==> src/hw/rtl/compacting_list_store_macros.svh <==
// Assertion macros for the compacting list store.
// Used by the top level; expects clk and rst_n in scope.
`ifndef COMPACTING_LIST_STORE_MACROS_SVH
`define COMPACTING_LIST_STORE_MACROS_SVH

// Plain check that holds at every edge out of reset.
`define CLS_ASSERT(lbl, cond, msg) \
    lbl: assert property (@(posedge clk) disable iff (!rst_n) (cond)) else $error(msg);

// Non-overlapping implication check.
`define CLS_ASSERT_NEXT(lbl, ante, cons, msg) \
    lbl: assert property (@(posedge clk) disable iff (!rst_n) (ante) |=> (cons)) \
        else $error(msg);

`endif

==> src/hw/rtl/cls_pkg.sv <==
// Shared types and constants for the compacting list store.
// No dependencies.
package cls_pkg;

    localparam int DEPTH    = 64;
    localparam int WIDTH    = 32;
    localparam int CNT_W    = $clog2(DEPTH + 1);
    localparam int IN_IDX_W = 6;
    localparam int CMP_W    = (CNT_W > IN_IDX_W) ? CNT_W : IN_IDX_W;

    typedef enum logic [1:0] {
        REQ_APPEND   = 2'd0,
        REQ_REMOVE   = 2'd1,
        REQ_CONTAINS = 2'd2,
        REQ_IGNORE   = 2'd3
    } req_kind_t;

    typedef enum logic [1:0] {
        ST_OK       = 2'd0,
        ST_FULL     = 2'd1,
        ST_RANGE    = 2'd2,
        ST_NOTFOUND = 2'd3
    } status_t;

    typedef struct packed {
        logic load;
        logic shift;
        logic live;
    } cell_ctrl_t;

    typedef struct packed {
        logic append_go;
        logic remove_go;
    } chain_op_t;

endpackage

==> src/hw/rtl/cls_req_if.sv <==
// Request channel of the compacting list store.
// Depends on nothing.
interface cls_req_if;
    logic        valid;
    logic        ready;
    logic [1:0]  req_type;
    logic [31:0] item_value;
    logic [5:0]  entry_index;

    modport source (output valid, output req_type, output item_value, output entry_index,
                    input ready);
    modport sink   (input valid, input req_type, input item_value, input entry_index,
                    output ready);
endinterface

==> src/hw/rtl/cls_rsp_if.sv <==
// Response channel of the compacting list store.
// Depends on nothing.
interface cls_rsp_if;
    logic       valid;
    logic       ready;
    logic [1:0] status;
    logic [6:0] entry_count;

    modport source (output valid, output status, output entry_count, input ready);
    modport sink   (input valid, input status, input entry_count, output ready);
endinterface

==> src/hw/rtl/cls_cell.sv <==
// One storage cell of the list chain: holds an entry, loads, shifts, compares.
// Depends on cls_pkg.
module cls_cell
(
    input  logic                     clk,
    input  cls_pkg::cell_ctrl_t      ctrl,
    input  logic [cls_pkg::WIDTH-1:0] key,
    input  logic [cls_pkg::WIDTH-1:0] neighbor_data,
    output logic [cls_pkg::WIDTH-1:0] data,
    output logic                     hit
);

    logic [cls_pkg::WIDTH-1:0] data_reg;
    logic [cls_pkg::WIDTH-1:0] data_next;

    always_comb
    begin
        data_next = data_reg;
        if (ctrl.shift)
        begin
            data_next = neighbor_data;
        end
        else if (ctrl.load)
        begin
            data_next = key;
        end
    end

    always_ff @(posedge clk)
    begin
        data_reg <= data_next;
    end

    assign data = data_reg;
    assign hit  = ctrl.live && (data_reg == key);

endmodule

==> src/hw/rtl/cls_chain.sv <==
// Row of list cells with per-position load, shift and live decode.
// Depends on cls_pkg and cls_cell.
module cls_chain
(
    input  logic                      clk,
    input  cls_pkg::chain_op_t        op,
    input  logic [cls_pkg::CMP_W-1:0] idx,
    input  logic [cls_pkg::CNT_W-1:0] count,
    input  logic [cls_pkg::WIDTH-1:0] key,
    output logic [cls_pkg::DEPTH-1:0] hits
);

    logic [cls_pkg::WIDTH-1:0] data_w [cls_pkg::DEPTH];
    logic [cls_pkg::CMP_W-1:0] count_ext;

    assign count_ext = cls_pkg::CMP_W'(count);

    for (genvar i = 0; i < cls_pkg::DEPTH; i++)
    begin : g_cell
        cls_pkg::cell_ctrl_t       ctrl;
        logic [cls_pkg::WIDTH-1:0] nb;

        assign ctrl.live  = cls_pkg::CMP_W'(i) < count_ext;
        assign ctrl.load  = op.append_go && (cls_pkg::CMP_W'(i) == count_ext);
        assign ctrl.shift = op.remove_go && (cls_pkg::CMP_W'(i) >= idx)
                            && (cls_pkg::CMP_W'(i + 1) < count_ext);

        if (i == cls_pkg::DEPTH - 1)
        begin : g_last
            assign nb = data_w[i];
        end
        else
        begin : g_mid
            assign nb = data_w[i + 1];
        end

        cls_cell u_cell
        (
            .clk           (clk),
            .ctrl          (ctrl),
            .key           (key),
            .neighbor_data (nb),
            .data          (data_w[i]),
            .hit           (hits[i])
        );
    end

endmodule

==> src/hw/rtl/compacting_list_store.sv <==
// Top level of the compacting list store: request decode, count, result stages.
// Depends on cls_pkg, cls_req_if, cls_rsp_if, cls_chain and the macros header.
//
//  channel | dir | payload
//  --------+-----+-----------------------------------------
//  req     | in  | req_type, item_value, entry_index
//  rsp     | out | status, entry_count
//
// One request per cycle unless the response stalls. The accepting edge registers
// the per-cell match vector, and advancing the match stage registers the status.
// Reset clears the count and the stage valids; cell contents are not reset.
// A stalled response holds the match stage, which then blocks req.ready.
`include "compacting_list_store_macros.svh"

module compacting_list_store
(
    input  logic         clk,
    input  logic         rst_n,
    cls_req_if.sink      req,
    cls_rsp_if.source    rsp
);

    cls_pkg::req_kind_t        kind;
    logic [cls_pkg::WIDTH-1:0] key;
    logic                      accept;
    logic                      full;
    logic                      idx_ok;
    cls_pkg::chain_op_t        op;
    logic [cls_pkg::DEPTH-1:0] hits;

    logic [cls_pkg::CNT_W-1:0] count_reg, count_next;
    logic                      a_valid_reg;
    cls_pkg::req_kind_t        a_kind_reg;
    cls_pkg::status_t          a_status_reg, a_status_next;
    logic [cls_pkg::CNT_W-1:0] a_count_reg;
    logic [cls_pkg::DEPTH-1:0] a_hits_reg;
    logic                      a_move;
    logic                      out_valid_reg;
    cls_pkg::status_t          out_status_reg, out_status_next;
    logic [cls_pkg::CNT_W-1:0] out_count_reg;
    logic [cls_pkg::CNT_W-1:0] count_inc;
    logic                      stall;

    assign kind   = cls_pkg::req_kind_t'(req.req_type);
    assign key    = cls_pkg::WIDTH'(req.item_value);
    assign a_move = a_valid_reg && (!out_valid_reg || rsp.ready);
    assign req.ready = !a_valid_reg || a_move;
    assign accept = req.valid && req.ready;
    assign full   = count_reg == cls_pkg::CNT_W'(cls_pkg::DEPTH);
    assign idx_ok = cls_pkg::CMP_W'(req.entry_index) < cls_pkg::CMP_W'(count_reg);
    assign count_inc = count_reg + 1'b1;
    assign stall  = a_valid_reg && out_valid_reg && !rsp.ready;

    assign op.append_go = accept && (kind == cls_pkg::REQ_APPEND) && !full;
    assign op.remove_go = accept && (kind == cls_pkg::REQ_REMOVE) && idx_ok;

    cls_chain u_chain
    (
        .clk   (clk),
        .op    (op),
        .idx   (cls_pkg::CMP_W'(req.entry_index)),
        .count (count_reg),
        .key   (key),
        .hits  (hits)
    );

    always_comb
    begin
        count_next = count_reg;
        if (op.append_go)
        begin
            count_next = count_reg + 1'b1;
        end
        else if (op.remove_go)
        begin
            count_next = count_reg - 1'b1;
        end
    end

    always_comb
    begin
        case (kind)
            cls_pkg::REQ_APPEND: a_status_next = full ? cls_pkg::ST_FULL : cls_pkg::ST_OK;
            cls_pkg::REQ_REMOVE: a_status_next = idx_ok ? cls_pkg::ST_OK : cls_pkg::ST_RANGE;
            default:             a_status_next = cls_pkg::ST_OK;
        endcase
    end

    always_comb
    begin
        out_status_next = a_status_reg;
        if (a_kind_reg == cls_pkg::REQ_CONTAINS)
        begin
            out_status_next = (|a_hits_reg) ? cls_pkg::ST_OK : cls_pkg::ST_NOTFOUND;
        end
    end

    always_ff @(posedge clk or negedge rst_n)
    begin
        if (!rst_n)
        begin
            count_reg     <= '0;
            a_valid_reg   <= 1'b0;
            out_valid_reg <= 1'b0;
        end
        else
        begin
            count_reg <= count_next;
            if (accept)
            begin
                a_valid_reg <= 1'b1;
            end
            else if (a_move)
            begin
                a_valid_reg <= 1'b0;
            end
            if (a_move)
            begin
                out_valid_reg <= 1'b1;
            end
            else if (rsp.ready)
            begin
                out_valid_reg <= 1'b0;
            end
        end
    end

    always_ff @(posedge clk)
    begin
        if (accept)
        begin
            a_kind_reg   <= kind;
            a_status_reg <= a_status_next;
            a_count_reg  <= count_next;
            a_hits_reg   <= hits;
        end
        if (a_move)
        begin
            out_status_reg <= out_status_next;
            out_count_reg  <= a_count_reg;
        end
    end

    assign rsp.valid       = out_valid_reg;
    assign rsp.status      = out_status_reg;
    assign rsp.entry_count = 7'(out_count_reg);

    `CLS_ASSERT(a_count_bound, count_reg <= cls_pkg::CNT_W'(cls_pkg::DEPTH), "count exceeds depth")
    `CLS_ASSERT_NEXT(a_append_grows, op.append_go, count_reg == $past(count_inc), "append lost")
    `CLS_ASSERT_NEXT(a_stage_hold, stall, a_valid_reg && $stable(a_hits_reg), "stage lost")

endmodule

==> src/flat_wrapper.sv <==
// flat-port wrapper written by rule: the top's interface ports become plain ports
module compacting_list_store_flat 
  (clk, rst_n, req_valid, req_req_type, req_item_value, req_entry_index, req_ready, rsp_valid, rsp_status, rsp_entry_count, rsp_ready);
  cls_req_if req_i ();
  cls_rsp_if rsp_i ();
  input  logic clk;
  input  logic rst_n;
  input wire logic [$bits(req_i.valid)-1:0] req_valid;
  input wire logic [$bits(req_i.req_type)-1:0] req_req_type;
  input wire logic [$bits(req_i.item_value)-1:0] req_item_value;
  input wire logic [$bits(req_i.entry_index)-1:0] req_entry_index;
  output wire logic [$bits(req_i.ready)-1:0] req_ready;
  output wire logic [$bits(rsp_i.valid)-1:0] rsp_valid;
  output wire logic [$bits(rsp_i.status)-1:0] rsp_status;
  output wire logic [$bits(rsp_i.entry_count)-1:0] rsp_entry_count;
  input wire logic [$bits(rsp_i.ready)-1:0] rsp_ready;
  assign req_i.valid = req_valid;
  assign req_i.req_type = req_req_type;
  assign req_i.item_value = req_item_value;
  assign req_i.entry_index = req_entry_index;
  assign req_ready = req_i.ready;
  assign rsp_valid = rsp_i.valid;
  assign rsp_status = rsp_i.status;
  assign rsp_entry_count = rsp_i.entry_count;
  assign rsp_i.ready = rsp_ready;
  compacting_list_store u_core (.clk(clk), .rst_n(rst_n), .req(req_i), .rsp(rsp_i));
endmodule
==> config.mk <==
export PLATFORM = sky130hd
export DESIGN_NAME = compacting_list_store_flat
export DESIGN_NICKNAME = d
export VERILOG_FILES = /design/src/hw/rtl/cls_pkg.sv /design/src/hw/rtl/cls_req_if.sv /design/src/hw/rtl/cls_rsp_if.sv /design/src/hw/rtl/cls_cell.sv /design/src/hw/rtl/cls_chain.sv /design/src/hw/rtl/compacting_list_store.sv /design/src/flat_wrapper.sv
export VERILOG_INCLUDE_DIRS = /design/src /design/src/hw/rtl
export SDC_FILE = /design/constraint.sdc
export NUM_CORES = 2
export LEC_CHECK = 0
export BUFFER_PORTS_ARGS = -buffer_cell sky130_fd_sc_hd__buf_4
export CORE_MARGIN = 2
export CORE_UTILIZATION = 67
export CTS_CLUSTER_SIZE = 10
export DETAILED_ROUTE_END_ITERATION = 6
export PLACE_DENSITY = 0.95
export SETUP_SLACK_MARGIN = 0.2
export SLEW_MARGIN = 20
export SYNTH_ARGS = -nofsm -noshare
export SYNTH_HDL_FRONTEND = slang
export SYNTH_SLANG_ARGS = --single-unit
==> constraint.sdc <==
create_clock -name clk -period 8.5 [get_ports clk]
set_input_delay 0.85 -clock clk [delete_from_list [all_inputs] [get_ports clk]]
set_output_delay 0.85 -clock clk [all_outputs]
set_load 0.005 [all_outputs]
; After elaboration in Yosys (flattened, before gate mapping)
; Index checks and enable logic that the tools add are counted.
[word_totals]
regBits = 2141
out_inout_bits = 11
word_cells = 809
[op_classes]
n_addsub = 2
n_lt_le_gt_ge = 130
n_eq_ne = 130
mux = 137
bitwise = 1
reduce_logical = 336
[op_table]
columns = op, n
row1 = two-way mux 32 bit, 126
row2 = == test 32 bit, 64
row3 = logical AND 1 bit, 262
row4 = == test 6 x 7 -> 1 bit (first input constant), 32
row5 = less-than comparator 6 x 7 -> 1 bit (first input constant), 32
row6 = >= comparator 6 bit (first input constant), 32
row7 = nonzero test 2 bit, 65
row8 = == test 5 x 7 -> 1 bit (first input constant), 16
row9 = less-than comparator 5 x 7 -> 1 bit (first input constant), 16
row10 = >= comparator 5 x 6 -> 1 bit (first input constant), 16
row11 = OR reduction 64 bit, 1
row12 = == test 4 x 7 -> 1 bit (first input constant), 8
row13 = less-than comparator 4 x 7 -> 1 bit (first input constant), 8
row14 = >= comparator 4 x 6 -> 1 bit (first input constant), 8
row15 = == test 3 x 7 -> 1 bit (first input constant), 4
row16 = less-than comparator 3 x 7 -> 1 bit (first input constant), 4
row17 = >= comparator 3 x 6 -> 1 bit (first input constant), 4
row18 = == test 2 x 7 -> 1 bit (first input constant), 2
row19 = less-than comparator 1 x 7 -> 1 bit (first input constant), 2
row20 = less-than comparator 2 x 7 -> 1 bit (first input constant), 2
row21 = two-way mux 7 bit, 2
row22 = >= comparator 1 x 6 -> 1 bit (first input constant), 2
row23 = >= comparator 2 x 6 -> 1 bit (first input constant), 2
row24 = adder 7 x 1 -> 7 bit (second input constant), 1
row25 = other kinds (16), 25

; Depth between registers and ports, before layout
[logic_depth]
depth_word = 11
mapped_depth = 12
depth_no_buf = 7

; Cells and area by module
; A second synthesis with hierarchy kept.
[unflattened]
cells_unflattened = 7833
area_unflattened_um2 = 114548.6
[modules_own_cells]
columns = mod, n_inst, cells_per_inst, area_per_inst_um2, seq_area_each_um2
row1 = cls_cell, 64, 113, 1702.9, 960.9
row2 = compacting_list_store, 1, 187, 3425.8, 2747.6
row3 = cls_chain, 1, 414, 2138.3, 0.0

; Worst setup path before layout
; No wires, ideal clock.
[synth_path]
path_type = flip-flop to flip-flop
from = register u_core.count_reg[1] (netlist bit)
to = register u_core.u_chain.g_cell[23].u_cell.data_reg, in the netlist u_core.u_chain.g_cell[23].u_cell.data[0], enable pin
setup_time_ns = 0.470
arrival_time_ns = 4.181
t_required_ns = 8.030
slack_ns = 3.849
stages_incl_launch_ff = 9
period_less_slack_ns = 4.651
path_cell_list = dfrtp_1 clkbuf_1 inv_1 ha_1 inv_1 nor3_1 nor2_1 nand2_1 o31ai_1
[synth_between]
elab_chain_cells = 5
elab_cells_between_ends = 11
classes_between = 2 x order compare / 2 x eq/ne / 7 x reduce/logical
[synth_lines]
columns = item, line
row1 = from (decl), compacting_list_store.sv:31  ; logic [cls_pkg::CNT_W-1:0] count_reg, count_next;
row2 = from (signal assigned), compacting_list_store.sv:108  ; count_reg <= count_next;
row3 = less-than comparator 6 x 7 -> 1 bit / == test 7 bit (equally long branches), "compacting_list_store.sv:50, compacting_list_store.sv:49"
row4 = logical AND 1 bit / zero test 1 bit (equally long branches), "compacting_list_store.sv:55, compacting_list_store.sv:54"
row5 = "logical AND 1 bit, on equally long branches", "cls_chain.sv:25, compacting_list_store.sv:54"
row6 = "logical AND 1 bit, on equally long branches", "cls_chain.sv:26, cls_chain.sv:24"
row7 = nonzero test 2 bit (no source line) *, -
row8 = to (signal assigned), cls_cell.sv:31  ; data_reg <= data_next;
row9 = to (decl), cls_cell.sv:13  ; logic [cls_pkg::WIDTH-1:0] data_reg;
; Mark *: on every way between the ends. The rest lies on a longest branch, timed or not.
; A chain may end at the register's enable or synchronous reset.

; Worst setup path in the final report
[layout_path]
from = register u_core.count_reg[2] (netlist bit)
to = register u_core.u_chain.g_cell[15].u_cell.data_reg, in the netlist u_core.u_chain.g_cell[15].u_cell.data[14], enable pin
[layout_between]
elab_chain_cells = 5
elab_cells_between_ends = 11
classes_between = 2 x order compare / 2 x eq/ne / 7 x reduce/logical
[layout_lines]
columns = item, line
row1 = less-than comparator 6 x 7 -> 1 bit / == test 7 bit (equally long branches), "compacting_list_store.sv:50, compacting_list_store.sv:49"
row2 = logical AND 1 bit / zero test 1 bit (equally long branches), "compacting_list_store.sv:55, compacting_list_store.sv:54"
row3 = "logical AND 1 bit, on equally long branches", "cls_chain.sv:25, compacting_list_store.sv:54"
row4 = "logical AND 1 bit, on equally long branches", "cls_chain.sv:26, cls_chain.sv:24"
row5 = nonzero test 2 bit (no source line) *, -
row6 = to (signal assigned), cls_cell.sv:31
row7 = to (decl), cls_cell.sv:13
; Marks and branches as above.

==> results.json <==
{
  "critPathMaxFanout": 33,
  "syn_area_per_cell_um2": 14.35,
  "clk_pin_slew_ns": 0.06,
  "synthDistinctLibCells": 66,
  "nNetsFinal": 7935,
  "fin_crit_sh": 0.5420,
  "async_flop_share": 0.004204,
  "via_per_inst": 7.197,
  "tritoncts": "done",
  "grt_start_max_net_pins": 80,
  "pwr-share-seq": 0.487,
  "critPathRequiredTime_ns": 9.06,
  "dp_hpwl_um": 220600,
  "io_buffer_count": 54,
  "io_pins": 55,
  "ys_seq_area_frac": 0.5547,
  "p_sw_frac": 0.2786,
  "cp_cell_sequence": "buf_4 -> clkinv_1 -> ha_1 -> a211o_1 -> a211o_2 -> or4_2 -> o21ai_2 -> buf_4",
  "clkSinkCount": 2141,
  "combPwrFrac": 0.160,
  "p_sw_mw": 7.194,
  "status": "finished, violations left",
  "finalPower_mw": 25.83,
  "slew_violations": 0,
  "totalWireLength_um": 348700,
  "netlist_area_um2": 115800,
  "largest_reg_flops": 2048,
  "power.density_nw_per_um2": 207.1,
  "max_freq_ghz": 0.2171,
  "via_count": 73920,
  "gp_congestion": 1.018,
  "overflow": 0,
  "synth_ff_type": "edfxtp_1",
  "layout_min_cycle_time_ns": 4.607,
  "dpl_cell_area_um2": 118200,
  "critPathMostFrequentCell": "buf_4",
  "hold_class": "primary input to register",
  "synth.top_cells.by_area": "edfxtp_1 55%, mux2_2 18%, xor2_1 14%",
  "synth-edff-count": 2132,
  "yosysTopAreaCell": "edfxtp_1",
  "worst_pin_slew_ns": 1.249,
  "finalInstanceArea_um2": 124700,
  "dieArea_um2": 176200,
  "post_drt_wl_per_cell_um": 33.95,
  "syn_to_final_growth_pct": 7.648,
  "grtUsageTotal": 0.3890,
  "ys_ff_latch": 2141,
  "yosysWarnings": 0,
  "first_pass_iters": 7,
  "path_class": "register to register",
  "clock_latency_ns": 0.91,
  "h-tree-depth": 4,
  "grt_pass1_wl_um": 500900,
  "rows": 152,
  "hold_viol": 0,
  "rsz0062_at_grt": "no",
  "cp-end-kind": "register",
  "syn-instance-count": 8071,
  "cts_buffer_depth": 3,
  "clock_power_share": 0.353,
  "grt_pass1_vias": 73740,
  "critical_path.max_stage_delay_ns": 1.22,
  "slew_headroom": 0.1607,
  "initial_core_util": 0.6745,
  "antenna_found_initial": 14,
  "maxCapViolations": 0,
  "post_cts_buffers": 0,
  "slowest_stage": "or4_2",
  "synth_top_cell_area_share": 0.5527,
  "failed_checks": "design-rule violations",
  "startpoint_type": "register",
  "leakagePower_nw": 42.24,
  "die_width_um": 419.8,
  "power.internal_mw": 18.63,
  "drtIter0Drc": 11960,
  "synthesis.nets": 8125,
  "drive_gt1_frac": 0.3265,
  "ant_nets": 0,
  "tns_ns": 0,
  "setup_viol": 0,
  "fp.dieH_um": 419.8,
  "core_area_um2": 171700,
  "worst_ir_drop_vdd_mv": 0.2369,
  "cts_made_buffers": 236,
  "worst-endpoint-arrival_ns": 5.16,
  "yosysMostFrequentCell": "edfxtp_1",
  "ys_top_cells_by_count": "2132 x edfxtp_1, 1847 x mux2_2, 1842 x xor2_1",
  "skew_ns": 0.04144,
  "drc": 3,
  "clk_root_buffer_cell": "clkbuf_16"
}
area by class of cell:
cell class	count	area (um2)
Clock buffer	282	6173
Timing Repair Buffer	275	2377
Sequential cell	2141	64250
Multi-Input combinational cell	5213	48690
Tap cell	2310	2890
Antenna cell	15	37.54
Clock inverter	21	217.7
Fill cell	9788	47050
Inverter	14	55.05
path summary, 6_finish.rpt:
kind / from / to / slack [ns] / depth (start not counted)
worst max-delay path: u_core.count_reg[2] / u_core.u_chain.g_cell[15].u_cell.data[14] / 3.89 / 8
worst min-delay path: req_req_type[1] / u_core.a_kind_reg[1] / 0.15 / 1
worst max register to register: u_core.count_reg[2] / u_core.u_chain.g_cell[15].u_cell.data[14] / 3.89 / 8
worst min register to register: u_core.a_count_reg[2] / u_core.rsp.entry_count[2] / 0.46 / 0
max in group asynchronous: rst_n / u_core.count_reg[1] / 7.99 / 2
min in group asynchronous: rst_n / u_core.count_reg[3] / 0.32 / 2
per-layer routing:
metal  track usage  vias to the layer above  part of all wire  wire [um]
met2        0.6028                     6068              0.46     159100
li1              -                    29440                 -          -
met4        0.2259                       12             0.065      22810
met5             0                        -           0.00028         97
met3        0.1004                     1367              0.12      43550
met1        0.4976                    37030              0.35     123100
layout by cell type, fill, tap and decap left out, types with 15 or more instances in the layout:
cell,netlist,final
xnor2_1,208,208
clkbuf_16,0,240
buf_4,16,228
diode_2,0,15
mux2_1,64,64
nor3_1,69,66
o21bai_2,0,23
nor4_1,491,489
buf_6,61,32
a31oi_1,16,16
nand4_1,161,161
nand3_1,64,60
mux2_2,1847,1847
xor2_1,1842,1842
o21ai_2,0,27
mux2_4,105,105
a21oi_1,41,39
clkbuf_1,494,41
edfxtp_1,2132,2132
nand2_1,49,48
nor2_1,45,44
critical path: cells and delay by family (launching register included):
family,cells,cell delay (ns)
AND/OR/NAND/NOR,1,1.22
AO/OA/AOI/OAI,3,1.42
buffers and inverters,3,1.00
adder cells (fa/ha/maj),1,0.30
flip-flops,1,0.32
power groups by stage:
stage / clock, mW / sequential (mW) / combinational, mW
finish: 9.12 / 12.6 / 4.14
global route: 9.46 / 12.6 / 4.23
CTS: 9.09 / 12.5 / 3.97
detailed placement: 0 / 12.8 / 3.89
global placement: 0 / 12.7 / 3.80
floorplan: 0 / 12.6 / 2.57
through the flow:
step / util / worst slack, ns / cells / hold slack, ns
2_1_floorplan: - / 3.849 / 8071 / 0.4003
3_3_place_gp: 0.6882 / 3.530 / 9950 / 0.4395
3_5_place_dp: 0.6882 / 3.406 / 9950 / 0.4444
4_1_cts: 0.7255 / 3.614 / 10250 / 0.1219
5_1_grt: 0.7259 / 3.740 / 10260 / 0.1330
6_report: 0.7261 / 3.893 / 10270 / 0.1544
timing repair:
item / in CTS / in global routing
resized for setup: 0 / 0
hold buffers: 1 / 0
endpoints found under the hold margin: 9 / 0
cells by family (layout without fill, tap and decap cells):
group / count (synthesis) / after routing / synth area share
muxes: 2016 / 2016 / 0.1994
AOI/OAI and AO/OA: 185 / 185 / 0.01220
xor gates and xnor gates: 2050 / 2050 / 0.1550
other: 0 / 15 / 0
DFF: 2141 / 2141 / 0.5547
buffers and inverters: 717 / 592 / 0.02812
adders and majority gates: 10 / 10 / 0.001080
and+or+nand+nor: 952 / 952 / 0.04955
(Power assumes the default switching activity.)
